$ cat src/hw/rtl/crcc_pkg.sv
// ----------------------------------------------------------------------------
// crcc_pkg
// Shared types, constants and polynomial tables for the selectable CRC checker.
// ----------------------------------------------------------------------------
package crcc_pkg;

	localparam int CRC_W = 24;
	localparam int LEN_W = 5;
	localparam int CNT_W = 11;
	localparam int SEL_W = 3;
	localparam int CFG_DATA_W = 11;
	localparam int CFG_IDX_W = 1;

	// register indexes on the configuration port
	localparam logic [CFG_IDX_W-1:0] REG_POLY_SELECT  = 1'd0;
	localparam logic [CFG_IDX_W-1:0] REG_BLOCK_LENGTH = 1'd1;

	// polynomial selector codes
	localparam logic [SEL_W-1:0] SEL_CRC24A = 3'd0;
	localparam logic [SEL_W-1:0] SEL_CRC24B = 3'd1;
	localparam logic [SEL_W-1:0] SEL_CRC24C = 3'd2;
	localparam logic [SEL_W-1:0] SEL_CRC16  = 3'd3;
	localparam logic [SEL_W-1:0] SEL_CRC11  = 3'd4;
	localparam logic [SEL_W-1:0] SEL_CRC6   = 3'd5;

	localparam logic [SEL_W-1:0] POLY_SELECT_RST  = SEL_CRC24A;
	localparam logic [CNT_W-1:0] BLOCK_LENGTH_RST = 11'd64;

	// control broadcast to every remainder cell
	typedef struct packed {
		logic en;   // request accepted this cycle
		logic clr;  // codeword ends, clear after this bit
		logic fb;   // reduction feedback (top remainder bit)
	} cell_ctrl_t;

	// per-bit codeword position status
	typedef struct packed {
		logic payload;
		logic last;
	} blk_status_t;

	// generator without the leading term; out-of-range selectors act as crc6
	function automatic logic [CRC_W-1:0] gen_low(input logic [SEL_W-1:0] sel);
		logic [CRC_W-1:0] g;
		case (sel)
			SEL_CRC24A: g = 24'h864CFB;
			SEL_CRC24B: g = 24'h800063;
			SEL_CRC24C: g = 24'hB2B117;
			SEL_CRC16:  g = 24'h001021;
			SEL_CRC11:  g = 24'h000621;
			default:    g = 24'h000021;
		endcase
		return g;
	endfunction

	function automatic logic [LEN_W-1:0] gen_len(input logic [SEL_W-1:0] sel);
		logic [LEN_W-1:0] l;
		case (sel)
			SEL_CRC24A, SEL_CRC24B, SEL_CRC24C: l = 5'd24;
			SEL_CRC16:  l = 5'd16;
			SEL_CRC11:  l = 5'd11;
			default:    l = 5'd6;
		endcase
		return l;
	endfunction

endpackage

$ cat src/hw/rtl/crcc_if.sv
// ----------------------------------------------------------------------------
// crcc_if
// Valid/ready channels for codeword bits in and check results out.
// ----------------------------------------------------------------------------
interface crcc_in_if;
	logic valid;
	logic ready;
	logic data_bit;

	modport source (output valid, output data_bit, input ready);
	modport sink (input valid, input data_bit, output ready);
endinterface

interface crcc_out_if;
	logic valid;
	logic ready;
	logic payload_bit;
	logic is_payload;
	logic block_end;
	logic crc_error;

	modport source (output valid, output payload_bit, output is_payload,
		output block_end, output crc_error, input ready);
	modport sink (input valid, input payload_bit, input is_payload,
		input block_end, input crc_error, output ready);
endinterface

$ cat src/hw/rtl/crcc_cell.sv
// ----------------------------------------------------------------------------
// crcc_cell
// One bit of the GF(2) remainder shift register with conditional reduction.
// ----------------------------------------------------------------------------
module crcc_cell (
	input  logic                 clk,
	input  logic                 arst_n,
	input  crcc_pkg::cell_ctrl_t ctl,
	input  logic                 active,
	input  logic                 gen_bit,
	input  logic                 shift_in,
	output logic                 nxt,
	output logic                 q
);

	logic bit_q;

	// positions above the crc length are held at zero
	assign nxt = active & (shift_in ^ (ctl.fb & gen_bit));
	assign q   = bit_q;

	always_ff @(posedge clk or negedge arst_n) begin
		if (!arst_n) begin
			bit_q <= 1'b0;
		end else if (ctl.en) begin
			bit_q <= ctl.clr ? 1'b0 : nxt;
		end
	end

endmodule

$ cat src/hw/rtl/crcc_ctrl.sv
// ----------------------------------------------------------------------------
// crcc_ctrl
// Bit counter within the codeword; flags payload bits and the last bit.
// ----------------------------------------------------------------------------
module crcc_ctrl (
	input  logic                                clk,
	input  logic                                arst_n,
	input  logic                                accept,
	input  logic [crcc_pkg::SEL_W-1:0]          poly_select,
	input  logic [crcc_pkg::CNT_W-1:0]          block_length,
	output crcc_pkg::blk_status_t               status
);

	logic [crcc_pkg::CNT_W-1:0] cnt_q;
	logic [crcc_pkg::LEN_W-1:0] len;
	logic [crcc_pkg::CNT_W-1:0] blen;
	logic [crcc_pkg::CNT_W-1:0] len_ext;
	logic [crcc_pkg::CNT_W:0]   cnt_inc;

	assign len     = crcc_pkg::gen_len(poly_select);
	assign len_ext = {{(crcc_pkg::CNT_W-crcc_pkg::LEN_W){1'b0}}, len};
	// zero length behaves like one
	assign blen    = (block_length == '0) ? {{(crcc_pkg::CNT_W-1){1'b0}}, 1'b1} : block_length;
	assign cnt_inc = {1'b0, cnt_q} + {{crcc_pkg::CNT_W{1'b0}}, 1'b1};

	assign status.payload = (blen > len_ext) && (cnt_q < (blen - len_ext));
	assign status.last    = cnt_inc >= {1'b0, blen};

	always_ff @(posedge clk or negedge arst_n) begin
		if (!arst_n) begin
			cnt_q <= '0;
		end else if (accept) begin
			cnt_q <= status.last ? '0 : cnt_inc[crcc_pkg::CNT_W-1:0];
		end
	end

endmodule

$ cat src/hw/rtl/crc_check_selectable_poly.sv
// ----------------------------------------------------------------------------
// crc_check_selectable_poly
// Serial checker for codewords protected by a selectable 5G NR CRC.
// ----------------------------------------------------------------------------
// The block takes one codeword bit per request, most significant bit first,
// and returns one result per request: the bit itself, a payload flag for bits
// ahead of the crc field, a block-end flag on the last bit and, on that last
// bit only, a crc error flag that is set when the remainder is nonzero. It
// accepts a new bit in every cycle as long as the result register is empty
// or being drained in the same cycle.
// The remainder lives in a row of 24 one-bit cells, each shifting into its
// upper neighbor and xoring in the shared feedback; that single shift-and-xor
// step per cycle sets the rate. poly_select picks crc24a/b/c, crc16, crc11 or
// crc6 (codes 6 and 7 act as crc6) and block_length gives the codeword size
// including the crc bits (0 acts as 1). Configuration writes take effect on
// the next bit and leave the remainder and bit counter alone; the counter and
// remainder clear themselves after each block end.
// ----------------------------------------------------------------------------
module crc_check_selectable_poly (
	input  logic                               clk,
	input  logic                               arst_n,
	input  logic                               cfg_we,
	input  logic [crcc_pkg::CFG_IDX_W-1:0]     cfg_index,
	input  logic [crcc_pkg::CFG_DATA_W-1:0]    cfg_data,
	crcc_in_if.sink                            codeword,
	crcc_out_if.source                         result
);

	// configuration registers
	logic [crcc_pkg::SEL_W-1:0] poly_select_q;
	logic [crcc_pkg::CNT_W-1:0] block_length_q;

	// selector after saturation, and the derived polynomial
	logic [crcc_pkg::SEL_W-1:0] sel;
	logic [crcc_pkg::LEN_W-1:0] len;
	logic [crcc_pkg::LEN_W-1:0] fb_idx;
	logic [crcc_pkg::CRC_W-1:0] gen;

	// remainder row
	logic [crcc_pkg::CRC_W-1:0] rem;
	logic [crcc_pkg::CRC_W-1:0] rem_nxt;
	logic [crcc_pkg::CRC_W-1:0] active;
	crcc_pkg::cell_ctrl_t       cell_ctl;
	crcc_pkg::blk_status_t      status;

	// request handshake
	logic accept;

	// result register
	logic out_valid_q;
	logic bit_q;
	logic pay_q;
	logic end_q;
	logic err_q;

	// config write port
	always_ff @(posedge clk or negedge arst_n) begin
		if (!arst_n) begin
			poly_select_q  <= crcc_pkg::POLY_SELECT_RST;
			block_length_q <= crcc_pkg::BLOCK_LENGTH_RST;
		end else if (cfg_we) begin
			unique case (cfg_index)
				crcc_pkg::REG_POLY_SELECT:  poly_select_q  <= cfg_data[crcc_pkg::SEL_W-1:0];
				crcc_pkg::REG_BLOCK_LENGTH: block_length_q <= cfg_data[crcc_pkg::CNT_W-1:0];
				default: ;
			endcase
		end
	end

	assign sel    = (poly_select_q > crcc_pkg::SEL_CRC6) ? crcc_pkg::SEL_CRC6 : poly_select_q;
	assign len    = crcc_pkg::gen_len(sel);
	assign gen    = crcc_pkg::gen_low(sel);
	assign fb_idx = len - 5'd1;

	// take a new bit whenever the result slot is free or freeing up
	assign codeword.ready = !out_valid_q || result.ready;
	assign accept         = codeword.valid && codeword.ready;

	crcc_ctrl u_ctrl (
		.clk          (clk),
		.arst_n       (arst_n),
		.accept       (accept),
		.poly_select  (sel),
		.block_length (block_length_q),
		.status       (status)
	);

	// feedback comes from the top bit of the current crc length; bits above it
	// may still be set after a selector change and are masked out here
	assign cell_ctl.en  = accept;
	assign cell_ctl.clr = status.last;
	assign cell_ctl.fb  = rem[fb_idx];

	genvar gi;
	generate
		for (gi = 0; gi < crcc_pkg::CRC_W; gi++) begin : g_cell
			logic shift_in;

			assign active[gi] = 5'(gi) < len;

			if (gi == 0) begin : g_first
				assign shift_in = codeword.data_bit;
			end else begin : g_rest
				assign shift_in = rem[gi-1];
			end

			crcc_cell u_cell (
				.clk      (clk),
				.arst_n   (arst_n),
				.ctl      (cell_ctl),
				.active   (active[gi]),
				.gen_bit  (gen[gi]),
				.shift_in (shift_in),
				.nxt      (rem_nxt[gi]),
				.q        (rem[gi])
			);
		end
	endgenerate

	// result register: valid under reset, fields load on each request
	always_ff @(posedge clk or negedge arst_n) begin
		if (!arst_n) begin
			out_valid_q <= 1'b0;
		end else if (accept) begin
			out_valid_q <= 1'b1;
		end else if (result.ready) begin
			out_valid_q <= 1'b0;
		end
	end

	always_ff @(posedge clk) begin
		if (accept) begin
			bit_q <= codeword.data_bit;
			pay_q <= status.payload;
			end_q <= status.last;
			// error only reported on the closing bit
			err_q <= status.last && (rem_nxt != '0);
		end
	end

	assign result.valid       = out_valid_q;
	assign result.payload_bit = bit_q;
	assign result.is_payload  = pay_q;
	assign result.block_end   = end_q;
	assign result.crc_error   = err_q;

	// remainder is cleared after every block end
	a_clear_at_end: assert property (@(posedge clk) disable iff (!arst_n)
		accept && status.last |=> rem == '0)
		else $error("remainder not cleared after block end");

	// an accepted bit always shows up in the result register
	a_result_loaded: assert property (@(posedge clk) disable iff (!arst_n)
		accept |=> out_valid_q)
		else $error("accepted bit produced no result");

	// error flag only ever accompanies a block end
	a_err_at_end: assert property (@(posedge clk) disable iff (!arst_n)
		out_valid_q && err_q |-> end_q)
		else $error("crc error outside block end");

	// a payload bit can never be the last bit of a codeword
	a_payload_not_end: assert property (@(posedge clk) disable iff (!arst_n)
		out_valid_q && pay_q |-> !end_q)
		else $error("payload bit flagged as block end");

endmodule

$ cat src/flat_wrapper.sv
// flat-port wrapper written by rule: the top's interface ports become plain ports
module crc_check_selectable_poly_flat 
  (clk, arst_n, cfg_we, cfg_index, cfg_data, codeword_valid, codeword_data_bit, codeword_ready, result_valid, result_payload_bit, result_is_payload, result_block_end, result_crc_error, result_ready);
  crcc_in_if codeword_i ();
  crcc_out_if result_i ();
  input  logic clk;
  input  logic arst_n;
  input  logic cfg_we;
  input  logic [crcc_pkg::CFG_IDX_W-1:0] cfg_index;
  input  logic [crcc_pkg::CFG_DATA_W-1:0] cfg_data;
  input wire logic [$bits(codeword_i.valid)-1:0] codeword_valid;
  input wire logic [$bits(codeword_i.data_bit)-1:0] codeword_data_bit;
  output wire logic [$bits(codeword_i.ready)-1:0] codeword_ready;
  output wire logic [$bits(result_i.valid)-1:0] result_valid;
  output wire logic [$bits(result_i.payload_bit)-1:0] result_payload_bit;
  output wire logic [$bits(result_i.is_payload)-1:0] result_is_payload;
  output wire logic [$bits(result_i.block_end)-1:0] result_block_end;
  output wire logic [$bits(result_i.crc_error)-1:0] result_crc_error;
  input wire logic [$bits(result_i.ready)-1:0] result_ready;
  assign codeword_i.valid = codeword_valid;
  assign codeword_i.data_bit = codeword_data_bit;
  assign codeword_ready = codeword_i.ready;
  assign result_valid = result_i.valid;
  assign result_payload_bit = result_i.payload_bit;
  assign result_is_payload = result_i.is_payload;
  assign result_block_end = result_i.block_end;
  assign result_crc_error = result_i.crc_error;
  assign result_i.ready = result_ready;
  crc_check_selectable_poly u_core (.clk(clk), .arst_n(arst_n), .cfg_we(cfg_we), .cfg_index(cfg_index), .cfg_data(cfg_data), .codeword(codeword_i), .result(result_i));
endmodule
$ cat config.mk
export PLATFORM = sky130hd
export DESIGN_NAME = crc_check_selectable_poly_flat
export DESIGN_NICKNAME = d
export VERILOG_FILES = /design/src/hw/rtl/crcc_pkg.sv /design/src/hw/rtl/crcc_if.sv /design/src/hw/rtl/crcc_cell.sv /design/src/hw/rtl/crcc_ctrl.sv /design/src/hw/rtl/crc_check_selectable_poly.sv /design/src/flat_wrapper.sv
export SDC_FILE = /design/constraint.sdc
export NUM_CORES = 1
export LEC_CHECK = 0
export BUFFER_PORTS_ARGS = -buffer_cell sky130_fd_sc_hd__buf_2
export CORE_MARGIN = 2
export CORE_UTILIZATION = 35
export DETAILED_ROUTE_END_ITERATION = 12
export GPL_TIMING_DRIVEN = 0
export HOLD_SLACK_MARGIN = 0.06
export PLACE_DENSITY_LB_ADDON = 0.05
export SLEW_MARGIN = 20
export SYNTH_ARGS = -nofsm -noshare
export SYNTH_HDL_FRONTEND = slang
export SYNTH_HIERARCHICAL = 1
export SYNTH_SLANG_ARGS = --single-unit
$ cat constraint.sdc
create_clock -name clk -period 5.8 [get_ports clk]
set_input_delay 0.58 -clock clk [delete_from_list [all_inputs] [get_ports clk]]
set_output_delay 0.58 -clock clk [all_outputs]
set_load 0.05 [all_outputs]
==> results.md <==
- DRT antenna net count: 0
- Number of port buffers: 23
- Yosys warns: 6
- Asr flop ratio synth: 92.6%
- CP Class: reg2reg
- Worst-Margin Slew: 0.767 ns
- Most common cell in the synthesized netlist: dfrtp_1
- Die ar.: 0.0123 mm2
- Arr. time, crit path: 4.26 ns
- Pwr Density: 275 mW/mm2
- Grt met2 use: 25.9%
- Minimum clock period: 4.11 ns
- Worst-path fanout max: 4
- Internal: 810 uW
- Syn Inst Count: 431
- Leak: 2.08 nW
- Die extent in y: 111 um
- Synth cell count leaders: 49 x dfrtp_1, 43 x inv_1, 37 x nand2_1, 37 x xnor2_1, 35 x nor2_1
- VDD IR-drop max: 0.132 mV
- Mapped Area: 0.00401 mm2
- Dpl cell area: 0.00439 mm2
- First-pass GRT wire length: 16.5 mm
- Post-route cell area: 0.00455 mm2
- Area delta synth->final: 13.7%
- DR iter-0 viols: 98
- DRC: 0
- EDFF count, synth: 4
- Grt ovf: 0
- Via count: 3121
- Slew margin rel.: 48.5%
- Synth Flop Type: dfrtp_1
- Seq pwr share: 37.0%
- Grt met3 use: 2.41%
- Skew-Pair Late Insertion Delay: 0.30 ns
- Clock slew at reported path FFs: 0.07 ns
- Final period util: 70.9%
- Ports: 24
- FF-to-FF End: u_core/result.is_payload
- Reg2reg start: u_core/block_length_q[5]
- Setup-failing EPs final: 0
- Worst Skew: 0.00810 ns
- Nets@finish: 522
- Layout cell share with drive strength beyond 1: 19.5%
- CTS tree: done
- Syn_area_per_cell: 9.29 um2
- Busiest grt layer: met2
- Pre-antenna DRT Iters: 4
- GRT Total Usage: 16.6%
- RSZ-0062 raised after global routing: no
- Yosys cell types: 61
- M1 GR Usage: 23.9%
- Ant diodes: 0
- Final WL: 9.53 mm
- Synth Register Bits: 54
- Max-cap violations: 0
- Largest net degree at the start of global routing: 51
- Die W: 111 um
- Routed len/inst: 15.4 um
- Count of hold-fix buffers inserted at cts: 0
- PostCTS Resize Cnt: 0
- Initial Util: 35.5%
- Critical Path Sink Type: flop
- Largest area contributor in the netlist: dfrtp_1
- Status: finished clean
- Startpoint Class: flop
- Initial antenna violation count: 0
- Row count: 39
- Switch Pwr: 442 uW
- Final Hold Viols: 0
- Fmax: 0.243 GHz
- Slew Viols, Final: 0
- Total CTS buffers: 5
- Share of the synthesized area in the top cell type: 30.6%
- Post-CTS Setup Repair Bufs: 0
- Placer congestion estimate: 0.777
- Reg2Reg Setup Slack: 1.69 ns
- Comb pwr share: 35.1%
- Setup TNS: 0 ns
- Area contributors post-synth: dfrtp_1 31%, ha_1 8.4%, xnor2_1 8.1%, a32o_1 7.5%, and2_2 4.5%
- Required time of the critical path: 5.95 ns
- Htree depth: 2
- Path depth of the worst reg2reg path: 18
- Worst hold path class: in2async
- Clk pwr share: 27.9%
- Switching Fraction: 35.3%
- Seq/Total Area, Yosys: 34.3%
- Core box area: 0.0113 mm2
- CTS root buf: clkbuf_16
- Sink Count: 54
- DP HPWL: 6.91 mm
- Vias per Instance: 5.03
- Number of global-route vias before repair: 3287
- Maximum clock path buffer count: 2
==> critical path: stages (launching register included) <==
cell and delay [ns]:
dfrtp_1 0.40, or3_1 0.39, nor2_1 0.14, nand2_1 0.08, nor2_1 0.22, a21oi_1 0.12
ha_1 0.24, fa_1 0.40, nor2b_1 0.12, o21ai_0 0.11, a21boi_0 0.35, nor3_1 0.10
xnor2_1 0.15, ha_1 0.32, nand4_1 0.10, a21oi_1 0.05, a2111oi_0 0.35, o21ai_0 0.17
a21oi_1 0.14
==> kinds of logic (layout without fill, tap and decap cells) <==
group                      after synthesis  in the layout  share of synthesized area [%]
and+or+nand+nor                        144            144                           18.9
AOI/OAI and AO/OA                       86             86                           17.7
buffers and inverters                   58             90                           5.94
DFF                                     54             54                           34.3
xor gates and xnor gates                41             41                           9.15
adders and majority gates               29             29                           9.18
muxes                                   17             17                           4.65
other                                    2             16                          0.188
==> power by group through the flow <==
stage	combinational [mW]	clock [mW]	sequential, mW
detailed placement	0.442	0	0.471
global route	0.500	0.381	0.471
finish	0.439	0.349	0.463
CTS	0.444	0.368	0.464
global placement	0.434	0	0.471
floorplan	0.336	0	0.463
==> flip-flops by register name (all words and copies together) (netlist names) <==
signal                     cells
u_core/block_length_q         11
u_core/result.crc_error        1
u_core/poly_select_q           3
u_core/result.valid            1
u_core/result.is_payload       1
u_core/result.payload_bit      1
u_core/g_cell.u_cell/q        24
u_core/result.block_end        1
u_core/u_ctrl/cnt_q           11
==> final cells by class <==
type / count / area [um2]
flip-flops and latches: 54 / 1370
repair buffers: 24 / 138
inverters: 44 / 165
clock inverters: 3 / 40.0
multi-input cells: 333 / 2460
clock buffers: 5 / 125
plain buffers: 14 / 72.6
fillers: 1147 / 6720
well taps: 143 / 179
==> worst max path at each step <==
stage | start | endpoint | slack [ns]
finish | u_core/block_length_q[5] | u_core/result.is_payload | 1.69
global route | u_core/block_length_q[5] | u_core/result.is_payload | 1.40
CTS | u_core/block_length_q[5] | u_core/result.is_payload | 1.66
detailed placement | u_core/block_length_q[5] | u_core/result.is_payload | 1.71
global placement | u_core/block_length_q[5] | u_core/result.is_payload | 1.64
floorplan | u_core/block_length_q[5] | u_core/result.is_payload | 2.24
==> metal layers <==
layer  wire length, um  part of all wire (%)  vias up
met5                 0                     0        -
met2              4030                    42       41
met4               132                   1.4        0
li1                  -                     -     1582
met1              5070                    53     1490
met3               292                   3.1        8
==> stage by stage <==
stage,cells,power (mW),util (%),hold slack [ns],setup slack [ns]
2_1_floorplan,445,0.799,-,0.284,2.24
3_3_place_gp,611,0.906,38.6,0.487,1.64
3_5_place_dp,612,0.913,38.9,0.494,1.71
4_1_cts,620,1.28,40.4,0.352,1.66
5_1_grt,620,1.35,40.4,0.386,1.40
6_report,620,1.25,40.4,0.320,1.69
==> cells in the final DEF (no fill, tap or decap), types with 2 or more instances in the layout <==
cell type  count
nand3_1       10
buf_4          3
conb_1        16
nand2b_1       3
edfxtp_1       4
a21oi_1       15
clkinv_2       2
a32o_1        30
nand2_1       37
clkbuf_1       7
o22ai_1        2
nor4_1         7
mux2i_1        3
o21ai_0       10
mux2_2        13
o2bb2ai_1      2
and2_2        25
ha_1          27
buf_2         26
and3_4         2
dfrtp_1       49
nor2b_1        4
xor2_1         3
inv_1         43
nor3_1         8
xnor2_1       37
a21o_1         6
o21a_1         4
clkbuf_16      5
nand4_1        4
o21ai_1        2
nor2_1        35
Note: power is estimated with default switching activity, not from simulation.
